[src/hdl/pu_pkg.sv]
`timescale 1ns / 1ps
// ---------------------------------------------------------------------------
// Permutation unrank package
// Widths, register map, controller types and the factorial tables.
// ---------------------------------------------------------------------------
package pu_pkg;

    localparam int DEF_MAX_SYMBOLS = 8;
    localparam int RANK_W  = 16;
    localparam int SYM_W   = 8;
    localparam int POS_W   = 3;
    localparam int LIST_W  = 64;
    localparam int COUNT_W = 4;
    localparam int ADDR_W  = 4;
    localparam int DATA_W  = 64;

    localparam logic [LIST_W-1:0]  LIST_RESET  = 64'h3837363534333231;
    localparam logic [COUNT_W-1:0] COUNT_RESET = 4'd8;

    typedef enum logic {
        REG_SYMBOL_LIST  = 1'b0,
        REG_SYMBOL_COUNT = 1'b1
    } t_reg_idx;

    typedef enum logic {
        ST_IDLE,
        ST_RUN
    } t_state;

    typedef struct packed {
        logic load;
        logic step;
    } t_cmd;

    typedef struct packed {
        logic final_step;
    } t_status;

    // Entry [m][k] holds k * m!, for m and k up to seven.
    typedef logic [7:0][7:0][RANK_W-1:0] t_mult_tab;
    // Entry [m] holds m!, for m up to eight.
    typedef logic [8:0][RANK_W-1:0] t_fact_tab;

    function automatic t_mult_tab build_mult_tab();
        t_mult_tab tab;
        int        f;
        tab = '0;
        for (int m = 0; m < 8; m++) begin
            f = 1;
            for (int i = 2; i <= m; i++) begin
                f = f * i;
            end
            for (int k = 0; k < 8; k++) begin
                tab[m][k] = RANK_W'(k * f);
            end
        end
        return tab;
    endfunction

    function automatic t_fact_tab build_fact_tab();
        t_fact_tab tab;
        int        f;
        tab    = '0;
        f      = 1;
        tab[0] = RANK_W'(1);
        for (int i = 1; i <= 8; i++) begin
            f      = f * i;
            tab[i] = RANK_W'(f);
        end
        return tab;
    endfunction

    localparam t_mult_tab MULT_TAB = build_mult_tab();
    localparam t_fact_tab FACT_TAB = build_fact_tab();

endpackage

[src/hdl/pu_ctrl.sv]
`timescale 1ns / 1ps
// ---------------------------------------------------------------------------
// Permutation unrank controller
// Sequences one rank at a time and owns the valid bit of the result register.
// ---------------------------------------------------------------------------
module pu_ctrl (
    input  logic            i_clk,
    input  logic            i_rst_n,
    input  logic            i_in_valid,
    output logic            o_in_ready,
    output logic            o_out_valid,
    input  logic            i_out_ready,
    input  pu_pkg::t_status i_status,
    output pu_pkg::t_cmd    o_cmd
);
    import pu_pkg::*;

    t_state r_state;
    t_state n_state;
    logic   r_out_valid;
    logic   n_out_valid;
    logic   out_free;

    always_ff @(posedge i_clk) begin
        if (!i_rst_n) begin
            r_state     <= ST_IDLE;
            r_out_valid <= 1'b0;
        end else begin
            r_state     <= n_state;
            r_out_valid <= n_out_valid;
        end
    end

    // The result register may be refilled when it is empty or being drained.
    assign out_free = !r_out_valid || i_out_ready;

    always_comb begin
        n_state     = r_state;
        n_out_valid = r_out_valid && !i_out_ready;
        o_cmd       = '0;
        o_in_ready  = 1'b0;
        unique case (r_state)
            ST_IDLE: begin
                o_in_ready = 1'b1;
                if (i_in_valid) begin
                    o_cmd.load = 1'b1;
                    n_state    = ST_RUN;
                end
            end
            ST_RUN: begin
                if (out_free) begin
                    o_cmd.step  = 1'b1;
                    n_out_valid = 1'b1;
                    if (i_status.final_step) begin
                        n_state = ST_IDLE;
                    end
                end
            end
            default: begin
                n_state = ST_IDLE;
            end
        endcase
    end

    assign o_out_valid = r_out_valid;

endmodule

[src/hdl/pu_dpath.sv]
`timescale 1ns / 1ps
// ---------------------------------------------------------------------------
// Permutation unrank datapath
// Holds the working symbol list and rank, selects one symbol per step.
// ---------------------------------------------------------------------------
module pu_dpath #(
    parameter int MAX_SYMBOLS = pu_pkg::DEF_MAX_SYMBOLS
) (
    input  logic                       i_clk,
    input  logic                       i_rst_n,
    input  logic [pu_pkg::RANK_W-1:0]  i_rank,
    input  logic [pu_pkg::LIST_W-1:0]  i_symbol_list,
    input  logic [pu_pkg::COUNT_W-1:0] i_symbol_count,
    input  pu_pkg::t_cmd               i_cmd,
    output pu_pkg::t_status            o_status,
    output logic [pu_pkg::SYM_W-1:0]   o_symbol,
    output logic [pu_pkg::POS_W-1:0]   o_position,
    output logic                       o_last,
    output logic                       o_rank_error
);
    import pu_pkg::*;

    localparam int REM_W  = $clog2(MAX_SYMBOLS + 1);
    localparam int LANE_W = $clog2(MAX_SYMBOLS);

    logic [RANK_W-1:0] r_rank;
    logic [RANK_W-1:0] n_rank;
    logic [SYM_W-1:0]  r_work [MAX_SYMBOLS];
    logic [SYM_W-1:0]  n_work [MAX_SYMBOLS];
    logic [SYM_W-1:0]  up_work [MAX_SYMBOLS];
    logic [REM_W-1:0]  r_remaining;
    logic [REM_W-1:0]  n_remaining;
    logic [POS_W-1:0]  r_pos;
    logic [POS_W-1:0]  n_pos;
    logic              r_err;
    logic              n_err;

    logic [SYM_W-1:0]  r_symbol;
    logic [POS_W-1:0]  r_position;
    logic              r_last;
    logic              r_rank_error;

    logic [REM_W-1:0]  eff_count;
    logic [REM_W-1:0]  rem_m1;
    logic [2:0]        row;
    logic [LANE_W-1:0] idx;
    logic [RANK_W-1:0] sub;

    // A count of zero behaves as one; above capacity it is clamped.
    always_comb begin
        if (i_symbol_count == '0) begin
            eff_count = REM_W'(1);
        end else if (int'(i_symbol_count) > MAX_SYMBOLS) begin
            eff_count = REM_W'(MAX_SYMBOLS);
        end else begin
            eff_count = REM_W'(i_symbol_count);
        end
    end

    // The quotient rank / (remaining-1)! is found by comparing the rank with
    // every multiple of the factorial at once; the multiples come from a table.
    always_comb begin
        rem_m1 = r_remaining - REM_W'(1);
        row    = 3'(rem_m1);
        idx    = '0;
        for (int k = 1; k < MAX_SYMBOLS; k++) begin
            if ((REM_W'(k) < r_remaining) && (r_rank >= MULT_TAB[row][k])) begin
                idx = LANE_W'(k);
            end
        end
        sub = MULT_TAB[row][3'(idx)];
    end

    for (genvar g = 0; g < MAX_SYMBOLS; g++) begin : g_lane
        if (g < MAX_SYMBOLS - 1) begin : g_shift
            assign up_work[g] = r_work[g + 1];
        end else begin : g_top
            assign up_work[g] = r_work[g];
        end
    end

    always_comb begin
        n_rank      = r_rank;
        n_work      = r_work;
        n_remaining = r_remaining;
        n_pos       = r_pos;
        n_err       = r_err;
        if (i_cmd.load) begin
            n_rank      = i_rank;
            n_remaining = eff_count;
            n_pos       = '0;
            n_err       = (i_rank >= FACT_TAB[4'(eff_count)]);
            for (int l = 0; l < MAX_SYMBOLS; l++) begin
                n_work[l] = i_symbol_list[SYM_W*l +: SYM_W];
            end
        end else if (i_cmd.step && !r_err) begin
            n_rank      = r_rank - sub;
            n_remaining = rem_m1;
            n_pos       = r_pos + POS_W'(1);
            // The chosen symbol leaves the list; those above it move down.
            for (int l = 0; l < MAX_SYMBOLS; l++) begin
                if (LANE_W'(l) >= idx) begin
                    n_work[l] = up_work[l];
                end
            end
        end
    end

    always_ff @(posedge i_clk) begin
        if (!i_rst_n) begin
            r_remaining <= '0;
            r_pos       <= '0;
            r_err       <= 1'b0;
        end else begin
            r_remaining <= n_remaining;
            r_pos       <= n_pos;
            r_err       <= n_err;
        end
    end

    always_ff @(posedge i_clk) begin
        r_rank <= n_rank;
        r_work <= n_work;
        if (i_cmd.step) begin
            if (r_err) begin
                r_symbol     <= '0;
                r_position   <= '0;
                r_last       <= 1'b1;
                r_rank_error <= 1'b1;
            end else begin
                r_symbol     <= r_work[idx];
                r_position   <= r_pos;
                r_last       <= (r_remaining == REM_W'(1));
                r_rank_error <= 1'b0;
            end
        end
    end

    assign o_status.final_step = r_err || (r_remaining == REM_W'(1));
    assign o_symbol            = r_symbol;
    assign o_position          = r_position;
    assign o_last              = r_last;
    assign o_rank_error        = r_rank_error;

endmodule

[src/hdl/permutation_unrank_top.sv]
`timescale 1ns / 1ps
// ---------------------------------------------------------------------------
// Permutation unrank top level
// Lexicographic unranking over a configurable list of byte symbols.
// ---------------------------------------------------------------------------
// A rank is taken only while the block is idle. It then gives one result per
// position, one per cycle while the downstream side keeps accepting, with the
// last flag on the final one; a rank of at least n! gives a single result with
// both the error and last flags set. Each rank is first loaded, then each
// position comes from the single select-and-remove step, which produces one
// symbol a cycle while the result register is free. The next rank may be taken
// as soon as the final result sits in the output register. Registers sit at
// byte addresses 0 (symbol list) and 8 (symbol count) and may only be written
// while no rank is in progress.
module permutation_unrank_top #(
    parameter int MAX_SYMBOLS = pu_pkg::DEF_MAX_SYMBOLS
) (
    input  logic                      i_clk,
    input  logic                      i_rst_n,
    input  logic                      i_valid,
    output logic                      o_ready,
    input  logic [pu_pkg::RANK_W-1:0] i_rank,
    output logic                      o_valid,
    input  logic                      i_ready,
    output logic [pu_pkg::SYM_W-1:0]  o_symbol,
    output logic [pu_pkg::POS_W-1:0]  o_position,
    output logic                      o_last,
    output logic                      o_rank_error,
    input  logic                      psel,
    input  logic                      penable,
    input  logic                      pwrite,
    input  logic [pu_pkg::ADDR_W-1:0] paddr,
    input  logic [pu_pkg::DATA_W-1:0] pwdata,
    output logic [pu_pkg::DATA_W-1:0] prdata,
    output logic                      pready
);
    import pu_pkg::*;

    logic [LIST_W-1:0]  r_symbol_list;
    logic [COUNT_W-1:0] r_symbol_count;
    logic               wr_en;
    t_reg_idx           reg_idx;
    t_cmd               cmd;
    t_status            status;

    assign pready  = 1'b1;
    assign wr_en   = psel && penable && pwrite && pready;
    assign reg_idx = t_reg_idx'(paddr[3]);

    always_ff @(posedge i_clk) begin
        if (!i_rst_n) begin
            r_symbol_list  <= LIST_RESET;
            r_symbol_count <= COUNT_RESET;
        end else if (wr_en) begin
            unique case (reg_idx)
                REG_SYMBOL_LIST:  r_symbol_list  <= pwdata[LIST_W-1:0];
                REG_SYMBOL_COUNT: r_symbol_count <= pwdata[COUNT_W-1:0];
                default: ;
            endcase
        end
    end

    always_comb begin
        unique case (reg_idx)
            REG_SYMBOL_LIST:  prdata = DATA_W'(r_symbol_list);
            REG_SYMBOL_COUNT: prdata = DATA_W'(r_symbol_count);
            default:          prdata = '0;
        endcase
    end

    pu_ctrl u_ctrl (
        .i_clk       (i_clk),
        .i_rst_n     (i_rst_n),
        .i_in_valid  (i_valid),
        .o_in_ready  (o_ready),
        .o_out_valid (o_valid),
        .i_out_ready (i_ready),
        .i_status    (status),
        .o_cmd       (cmd)
    );

    pu_dpath #(
        .MAX_SYMBOLS (MAX_SYMBOLS)
    ) u_dpath (
        .i_clk          (i_clk),
        .i_rst_n        (i_rst_n),
        .i_rank         (i_rank),
        .i_symbol_list  (r_symbol_list),
        .i_symbol_count (r_symbol_count),
        .i_cmd          (cmd),
        .o_status       (status),
        .o_symbol       (o_symbol),
        .o_position     (o_position),
        .o_last         (o_last),
        .o_rank_error   (o_rank_error)
    );

endmodule

[config.mk]
export PLATFORM = sky130hd
export DESIGN_NAME = permutation_unrank_top
export DESIGN_NICKNAME = d
export VERILOG_FILES = /design/src/hdl/pu_pkg.sv /design/src/hdl/pu_ctrl.sv /design/src/hdl/pu_dpath.sv /design/src/hdl/permutation_unrank_top.sv
export SDC_FILE = /design/constraint.sdc
export NUM_CORES = 1
export LEC_CHECK = 0
export BUFFER_PORTS_ARGS = -buffer_cell sky130_fd_sc_hd__buf_2
export CORE_ASPECT_RATIO = 0.6
export CORE_MARGIN = 2
export CORE_UTILIZATION = 33
export DETAILED_ROUTE_END_ITERATION = 8
export PLACE_DENSITY_LB_ADDON = 0.3
export SLEW_MARGIN = 5
export SYNTH_ARGS = -nofsm -noshare
export SYNTH_HDL_FRONTEND = slang
export SYNTH_HIERARCHICAL = 1
export SYNTH_SLANG_ARGS = --single-unit
[constraint.sdc]
create_clock -name i_clk -period 11.5 [get_ports i_clk]
set_clock_uncertainty 0.2 [all_clocks]
set_input_delay 1.15 -clock i_clk [delete_from_list [all_inputs] [get_ports i_clk]]
set_output_delay 1.15 -clock i_clk [all_outputs]
set_load 0.01 [all_outputs]
==> results.md, run 1 <==
* Status: finished clean
* CP Buf/Inv Count at 5
* Critical Path Start Type: flip-flop
* Mapped Cells at around 1.2k
* Area of the core at about 35000 um2
* Critical R2R Launch: u_dpath/r_remaining[0]
* Area delta synth->final at 15.4%
* Residual DRC at 0
* CTS Hold Buffers Added at 0
* Top-area cell type share of the netlist area at about a quarter
* Initial DRT Pass Iterations at 5
* Row count at between 50 and 60
* Crit path capture: u_dpath/r_rank[15]
* Hold Worst Slack at about 0.27 ns
* Share of layout cells above drive strength 1 at 22.5%
* Avg Inst Size Synth at just under 10 um2
* Pwr dens at 262 nW/um2
* DRT Wirelength at between 30000 and 40000 um
* Syn_nets at approximately 1.4k
* Unrepaired setup endpoints after global routing: no
* Clock slew at reported path FFs at about 0.070 ns
* CTS root buf: clkbuf_16
* Worst EP required at around 11 ns
* Vias per cell at 5.36
* Synth cell types at 81
* Setup TNS Final at 0 ns
* H-tree depth at 4
* Min Tclk post-route at about 8.6 ns
* Vias in the first global route at between 9k and 10k
* GRT Total Usage at ~20%
* PortBufs at 166
* YS warnings at 6
* Via count at ~10k
* Sequential element share of the synthesized area at a little under two fifths
* Post-synth top area cell: edfxtp_1
* Antenna violations before repair at 0
* Clock sink count at around 170
* Max clock buf depth at 2
* HPWL after detailed placement at 29100 um
* Crit Path Class: reg2reg
* Number of synthesized flops with an enable pin at 93
* Slowest CP cell: a21oi_1
* CTS tree: yes
* Crit. End Element: flip-flop
* First-pass GRT wire length at ~56000 um
* Crit path DAT at between 8 and 9 ns
* Critical Path Stages at 29
* R2R Path End: u_dpath/r_rank[15]
* Worst slew margin at 24.4%
* I/O pin count at about 170
* Max incr delay on CP at about 0.8 ns
* DR WL/cell at around 21 um
* Ys async rst share at 0%
* Mapped Area at 11800 um2
* Pin slew with the least headroom to its limit at 1.13 ns
* VDD IR max at around 0.00015 V
* Register-to-Register Path Depth at 29
* Max Transition Viols Final at 0
* Crit share post-route at between 70% and 80%
* Pleak at 5.57 nW
* Synth top cells by count: nor2b_1, nand2_1, ha_1, edfxtp_1, mux2i_1
* Reg2reg setup slack at 2.93 ns
* Die X-Extent at roughly 250 um
* Hold Path Depth at 2
* Final setup violation count at 0
* Final layout net count at roughly 1.5k
* Fmax at 117 MHz
* Later-pin clock latency in the skew report at ~0.45 ns
* CP Max Fanout at 19
* Most numerous cell in the Yosys netlist: nor2b_1
* Total grt overflow at 0
* Crit. Startpoint: u_dpath/r_remaining[0]
* Max_cap viols at 0
* Hold Path Class: reg2reg
* Final hold violations at 0
* Largest net degree at the start of global routing at 119
* Initial core utilization at 33.6%
* Die Height at around 150 um
* Leading cell types by total area after synthesis: edfxtp_1, dfxtp_1, ha_1, mux2i_1, nor2b_1
* Crit path max-delay family: compound AO/OA/AOI/OAI gates
* GPL Wtd Cong at around 0.98
* Die area at between 30000 and 40000 um2
* Num CTS Buffers at 17
* Initial DRC count at 905
* Dominant synthesized flop cell: edfxtp_1
* Setup Buffers After CTS at 0
* Number of antenna diodes at 0
* CTS-repair resized insts at 0
* Seq cells post-synth at 171
* Detail Route Antenna Nets at 0
* Tot Pwr at around 3.6 mW
==> worst min path at each step <==
| stage | start | end | slack, ns |
|---|---|---|---|
| 2_1_floorplan | r_symbol_list[56] | r_symbol_list[56] | 0.24 |
| 3_3_place_gp | r_symbol_list[62] | r_symbol_list[62] | 0.26 |
| 3_5_place_dp | r_symbol_list[63] | r_symbol_list[63] | 0.26 |
| 4_1_cts | r_symbol_list[63] | r_symbol_list[63] | 0.27 |
| 5_1_grt | r_symbol_list[57] | r_symbol_list[57] | 0.30 |
| 6_report | r_symbol_list[56] | r_symbol_list[56] | 0.27 |
==> where the power goes <==
| part | switching, mW | internal (mW) |
|---|---|---|
| clock network | 0.279 | 0.318 |
| logic | 1.19 | 0.810 |
| registers | 0.161 | 0.808 |
==> cell type report <==
type | count | area [um2]
Fill cell | 3502 | 21500
Multi-Input combinational cell | 933 | 6960
Sequential cell | 171 | 4350
Timing Repair Buffer | 184 | 968
Tap cell | 467 | 584
Clock buffer | 18 | 439
Clock inverter | 14 | 175
Inverter | 34 | 128
==> worst min-delay path: cells and delay by family (launching register included) <==
family | cells | cell delay, ns
multiplexers | 1 | 0.05
flip-flops | 1 | 0.32
AND/OR/NAND/NOR | 1 | 0.05
==> cells by family after synthesis <==
kind of cell             Yosys count  share of synthesized area [%]
other                              1                         0.0318
flip-flops                       171                           36.9
multiplexers                     157                           14.1
AO/OA/AOI/OAI                    230                           13.4
adder cells (fa/ha/maj)          101                           10.8
buffers and inverters            103                           4.10
AND/OR/NAND/NOR                  424                           19.2
XOR/XNOR                          20                           1.49
==> cells in the final DEF, fill, tap and decap left out, types with 8 or more instances in the layout <==
| cell type | synthesis | layout |
|---|---|---|
| a211o_1 | 16 | 16 |
| a211oi_1 | 11 | 11 |
| a21o_1 | 22 | 22 |
| a21oi_1 | 48 | 48 |
| a31oi_1 | 11 | 11 |
| and2_1 | 20 | 20 |
| buf_2 | 17 | 165 |
| buf_4 | 2 | 19 |
| clkbuf_16 | 0 | 17 |
| dfxtp_1 | 78 | 78 |
| edfxtp_1 | 93 | 93 |
| ha_1 | 100 | 100 |
| inv_1 | 32 | 32 |
| mux2_2 | 69 | 69 |
| mux2i_1 | 88 | 88 |
| nand2_1 | 132 | 132 |
| nand2b_1 | 17 | 17 |
| nand3_1 | 16 | 16 |
| nor2_1 | 41 | 41 |
| nor2b_1 | 139 | 139 |
| nor3_1 | 9 | 9 |
| o211ai_1 | 16 | 16 |
| o21a_1 | 10 | 10 |
| o21ai_0 | 38 | 38 |
| xnor2_1 | 12 | 12 |
| xor2_1 | 8 | 8 |
==> stage by stage <==
stage | worst slack [ns] | instance area [um2] | utilization [%] | std cells
5_1_grt | 2.33 | 13600 | 38.8 | 1821
2_1_floorplan | 4.71 | 11800 | - | 1207
6_report | 2.93 | 13600 | 38.8 | 1821
4_1_cts | 3.19 | 13600 | 38.8 | 1821
3_5_place_dp | 3.23 | 13000 | 37.0 | 1789
3_3_place_gp | 3.29 | 13000 | 37.0 | 1789
==> sequential cells by signal (all words and copies together), names as in the netlist <==
signal                cells
r_symbol_count            4
r_symbol_list            64
u_ctrl/o_out_valid        1
u_ctrl/r_state            1
u_dpath/o_last            1
u_dpath/o_position        3
u_dpath/o_rank_error      1
u_dpath/o_symbol          8
u_dpath/r_err             1
u_dpath/r_pos             3
u_dpath/r_rank           16
u_dpath/r_remaining       4
u_dpath/r_work           64
==> metal layers <==
metal | part of all wire [%] | vias up | track usage [%]
met5 | 0 | - | 0
met4 | 0.35 | 0 | 2.87
met3 | 11 | 10 | 6.63
met2 | 36 | 410 | 24.3
met1 | 53 | 4700 | 33.4
li1 | - | 4638 | -
Note: power is estimated with default switching activity, not from simulation.
==> run 2: changes to the inputs <==
Settings changed: ABC_AREA set to 1.
Clock period 11.5 ns to 8.77 ns, I/O delays scaled along.
==> results.md, run 2 <==
* # fillers at approximately 3.9k
* Pin slew with the least headroom to its limit at between 1 and 1.5 ns
* Later-pin clock latency in the skew report at around 0.44 ns
* Vias in the first global route at approximately 11k
* Multi-input gate area at 6380 um2
* Crit. Startpoint: u_dpath/r_remaining[1]
* Hold Crit Start: r_symbol_list[48]
* CTS root buf: clkbuf_16
* Leading cell types by total area after synthesis: edfxtp_1, nand2_1, dfxtp_1, ha_1, nor2_1
* Initial DRT Pass Iterations at 6
* Status: finished clean
* Num CTS Buffers at 17
* Mapped Area at ~12000 um2
* Area delta synth->final at 14.0%
* Seq cells post-synth at ~170
* Syn_nets at a little under 2k
* Most numerous cell in the Yosys netlist: nand2_1
* Total grt overflow at 0
* Max incr delay on CP at between 0.7 and 0.8 ns
* Critical Path Start Type: flip-flop
* Slowest CP cell: ha_1
* M1 GR Usage at between 30 and 40%
* I/O pin count at roughly 170
* Crit. End Element: flip-flop
* CTS tree: yes
* Worst EP required at about 8.7 ns
* Most common cell after layout, fill and taps aside: nand2_1
* GRT Total Usage at a little over 20%
* Number of antenna diodes at 0
* Dominant synthesized flop cell: edfxtp_1
* Top-area cell type share of the netlist area at between 20% and 30%
* Tot Pwr at about 4.6 mW
* CTS Hold Buffers Added at 0
* Ys async rst share at 0%
* Mapped Cells at approximately 1.7k
* Max clock buf depth at 2
* GPL Wtd Cong at about 0.93
* Post-synth top area cell: edfxtp_1
* Final layout net count at roughly 2.1k
* Clock sink count at 171
* Pwr dens at around 330 nW/um2
* Synth cell types at 50
* Most frequent cells in the layout: nand2_1, nor2_1, inv_1
* Avg Inst Size Synth at approximately 7 um2
* Clock slew at reported path FFs at roughly 0.07 ns
* Met2 usage at 27.6%
* Hold Path Class: reg2reg
* Detail Route Antenna Nets at 0
* Pleak at 6.98 nW
* Vias per cell at just under 5
* VDD IR max at about 0.00021 V
* Setup Buffers After CTS at 0
* Top Usage Layer GRT: met1
* Initial core utilization at 33.4%
* Largest net degree at the start of global routing at 73
* Worst slew margin at ~16%
* Setup TNS Final at 0 ns
* Die area at around 38000 um2
* Antenna violations before repair at 0
* Number of synthesized flops with an enable pin at between 90 and 100
* Most Frequent Cell on Critical Path: nand2_1
* Die Height at about 150 um
* Via count at between 10k and 15k
* Synth top cells by count: nand2_1, nor2_1, inv_1, nand3_1, ha_1
* Area of the core at around 36000 um2
* Initial DRC count at ~1k
* CP Max Fanout at 35
* Reg2reg setup slack at between 1 and 1.5 ns
* Die X-Extent at around 250 um
* PortBufs at between 150 and 200
* Biggest regs: r_symbol_list (64), u_dpath/r_work (64), u_dpath/r_rank (16)
* Met3 GRT Util at around 4.5%
* Register area at between 4000 and 5000 um2
* DRT Wirelength at 39000 um
* Fmax at between 100 and 150 MHz
* Critical R2R Launch: u_dpath/r_remaining[1]
* H-tree depth at 4
* Max_cap viols at 0
* Share of layout cells above drive strength 1 at about an eighth
* Final setup violation count at 0
* YS warnings at 6
* First-pass GRT wire length at 61200 um
* HPWL after detailed placement at 30200 um
* CTS-repair resized insts at 0
* Row count at 54
* Crit share post-route at between 80 and 90%
* Unrepaired setup endpoints after global routing: no
* Final hold violations at 0
* Residual DRC at 0
* Crit path max-delay family: simple AND/OR/NAND/NOR gates
* Crit Path Class: reg2reg
* CP Buf/Inv Count at 6
* Max Transition Viols Final at 0
* Crit path DAT at 7.39 ns
* Min Tclk post-route at approximately 7.4 ns
* Sequential element share of the synthesized area at a little over a third
* DR WL/cell at about 17 um
==> run 2: changes by cell type after synthesis, sizes merged, moves of 88 or more <==
cell / previous run / this run
inv: 32 / 234
nand3: 16 / 169
nor2b: 139 / 0
nor2: 42 / 244
nand2: 132 / 519
mux2i: 88 / 0
==> run 2: layout make-up <==
| class | instances | share of cell area [%] |
|---|---|---|
| multi-input combinational | 1256 | 46.4 |
| sequential | 171 | 31.7 |
| timing repair buffer | 184 | 7.02 |
| inverter | 235 | 6.45 |
| tap | 476 | 4.33 |
| clock buffer | 18 | 3.19 |
| clock inverter | 14 | 0.946 |
==> run 2: metrics by stage <==
| step | instances | hold slack (ns) | setup WS [ns] | area [um2] | util, % |
|---|---|---|---|---|---|
| finish | 2354 | 0.289 | 1.34 | 13800 | 38.0 |
| global route | 2354 | 0.314 | 0.838 | 13800 | 38.0 |
| CTS | 2354 | 0.290 | 1.55 | 13800 | 38.0 |
| detailed placement | 2322 | 0.276 | 1.57 | 13200 | 36.5 |
| global placement | 2322 | 0.277 | 1.67 | 13200 | 36.5 |
| floorplan | 1737 | 0.251 | 3.31 | 12100 | - |
==> run 2: path summary, 6_finish.rpt <==
path	end	cells past startpoint
worst max-delay path	u_dpath/r_rank[14]	33
worst min-delay path	r_symbol_list[48]	2
worst max register to register	u_dpath/r_rank[14]	33
worst min register to register	r_symbol_list[48]	2
==> run 2: power by group <==
group | internal (mW) | switching [mW]
registers | 1.05 | 0.193
clock network | 0.382 | 0.350
logic | 0.865 | 1.75
==> run 2: worst reg2reg max path: cells and delay by family, from the launching register on <==
family,cells,cell delay (ns)
compound gates,10,1.51
fa+ha+maj,4,1.69
buf+inv,6,0.93
flops,1,0.41
simple gates,13,2.43
==> run 2: cells by family after synthesis <==
group	count (synthesis)	share of synthesized area (%)
xor+xnor	4	0.290
simple gates	966	33.4
buf+inv	310	11.1
compound gates	184	8.53
other cells	1	0.0311
flops	171	36.1
fa+ha+maj	101	10.5
==> run 2: routing by layer <==
metal,routed length (um),vias up
met1,20400,5355
li1,-,5840
met5,0,-
met2,14900,417
met4,281,0
met3,3360,28
==> run 3: changes to the inputs <==
Clock period 8.77 ns to 7.6 ns, I/O delays scaled along.
==> results.md, run 3 (synthesized netlist as in run 2, its figures left out) <==
* # fillers at about 3.8k
* Vias per cell at about 5
* Final layout net count at 2082
* Final Instance Area at between 10000 and 15000 um2
* Initial DRT Pass Iterations at 5
* Pleak at 7.11 nW
* Die Height at 152 um
* Area delta synth->final at 15.5%
* Tot Pwr at ~5.5 mW
* Most common cell after layout, fill and taps aside: nand2_1
* Area of the core at 36100 um2
* Critical Path Stages at 31
* Met3 GRT Util at about 4.5%
* CTS Hold Buffers Added at 0
* R2R Path End: u_dpath/r_rank[13]
* DR WL/cell at 16.5 um
* Crit. End Element: flip-flop
* Pin slew with the least headroom to its limit at 1.18 ns
* Num CTS Buffers at 17
* Via count at 11.8k
* Max_cap viols at 0
* Row count at 54
* Crit Path Class: reg2reg
* Largest net degree at the start of global routing at 80
* Detail Route Antenna Nets at 0
* Unrepaired setup endpoints after global routing: no
* H-tree depth at 4
* Total grt overflow at 0
* Multi-input gate area at around 6400 um2
* Critical R2R Launch: u_dpath/r_remaining[1]
* Slowest CP cell: ha_1
* Share of layout cells above drive strength 1 at 14.4%
* Status: finished clean
* Initial DRC count at 1252
* Crit. Startpoint: u_dpath/r_remaining[1]
* Crit share post-route at 89.1%
* Setup TNS Final at 0 ns
* Max clock buf depth at 2
* Met2 usage at approximately 28%
* Worst slew margin at about 21%
* Reg2reg setup slack at 0.83 ns
* Crit path max-delay family: adder cells
* Fmax at between 100 and 150 MHz
* Most frequent cells in the layout: nand2_1, nor2_1, inv_1
* VDD IR max at between 0.00015 and 0.0002 V
* Later-pin clock latency in the skew report at about 0.45 ns
* Die area at 38200 um2
* CP Buf/Inv Count at 7
* Critical Path Start Type: flip-flop
* Pwr dens at around 390 nW/um2
* Post-DP Area at 13400 um2
* Max incr delay on CP at approximately 0.69 ns
* CTS-repair resized insts at 0
* Worst EP required at around 7.6 ns
* Crit path DAT at around 6.7 ns
* Top Usage Layer GRT: met1
* Number of antenna diodes at 0
* Initial core utilization at around a third
* Register area at approximately 4400 um2
* Register-to-Register Path Depth at 31
* CTS tree: yes
* PortBufs at about 170
* Biggest regs: r_symbol_list (64), u_dpath/r_work (64), u_dpath/r_rank (16)
* Die X-Extent at about 250 um
* Setup Buffers After CTS at 0
* GRT Total Usage at slightly above 20%
* Clock slew at reported path FFs at ~0.070 ns
* Clock sink count at roughly 170
* M1 GR Usage at 32.9%
* DRT Wirelength at between 30000 and 40000 um
* Final setup violation count at 0
* Non-filler cells, final at between 2k and 2.5k
* Cell count after placement at approximately 2.3k
* Final hold violations at 0
* Max Transition Viols Final at 0
* Residual DRC at 0
* GPL Wtd Cong at around 0.9
* First-pass GRT wire length at just over 60000 um
* I/O pin count at ~170
* Vias in the first global route at about 11k
* CTS root buf: clkbuf_16
* Hold Path Class: reg2reg
* Min Tclk post-route at 6.77 ns
* CP Max Fanout at 12
* Antenna violations before repair at 0
* HPWL after detailed placement at 30600 um
* Crit path capture: u_dpath/r_rank[13]
## run 3: cell types whose count changed in the layout (fill, tap and decap cells not counted), sizes merged
| cell | change |
|---|---|
| buf | +25 |
| bufinv | +1 |
| clkbuf | -1 |
| clkinv | +3 |
| clkinvlp | -3 |
## run 3: worst min-delay path: stages, from the launching register on
cell and delay (ns):
dfxtp_1 0.33, nand2_1 0.06, a21oi_1 0.06
## run 3: per-layer routing
metal,share of wire [%],wire length (um),vias up
met2,38,15100,444
met3,8.9,3490,23
met5,0,0,-
met1,52,20400,5428
li1,-,-,5882
met4,0.78,306,0
## run 3: final cells by class
cell class	instances	share of cell area [%]
multi-input combinational	1256	45.8
inverter	235	6.37
sequential	171	31.2
clock inverter	15	0.988
timing repair buffer	209	8.28
tap	476	4.27
clock buffer	17	3.05
## run 3: how the worst min path moves through the flow
stage                     slack [ns]  depth (start not counted)               from                end
final                           0.29                          2   u_dpath/r_pos[0]   u_dpath/r_pos[0]
after global routing            0.32                          2   r_symbol_list[0]   r_symbol_list[0]
after CTS                       0.29                          2   u_dpath/r_pos[0]   u_dpath/r_pos[0]
after detailed placement        0.28                          2   u_dpath/r_pos[0]   u_dpath/r_pos[0]
after global placement          0.27                          2   r_symbol_list[0]   r_symbol_list[0]
after floorplan                 0.25                          2  r_symbol_list[37]  r_symbol_list[37]
## run 3: through the flow
| step | utilization [%] | setup WS (ns) | hold WS, ns |
|---|---|---|---|
| after floorplan | - | 2.14 | 0.251 |
| after global placement | 37.0 | 1.08 | 0.271 |
| after detailed placement | 37.0 | 1.02 | 0.280 |
| after CTS | 38.5 | 1.01 | 0.292 |
| after global routing | 38.5 | 0.303 | 0.317 |
| final | 38.5 | 0.826 | 0.291 |
## run 3: where the power goes
| group | total [mW] | internal [mW] | switching, mW |
|---|---|---|---|
| Clock | 0.851 | 0.457 | 0.394 |
| Combinational | 3.20 | 1.14 | 2.05 |
| Sequential | 1.44 | 1.21 | 0.226 |
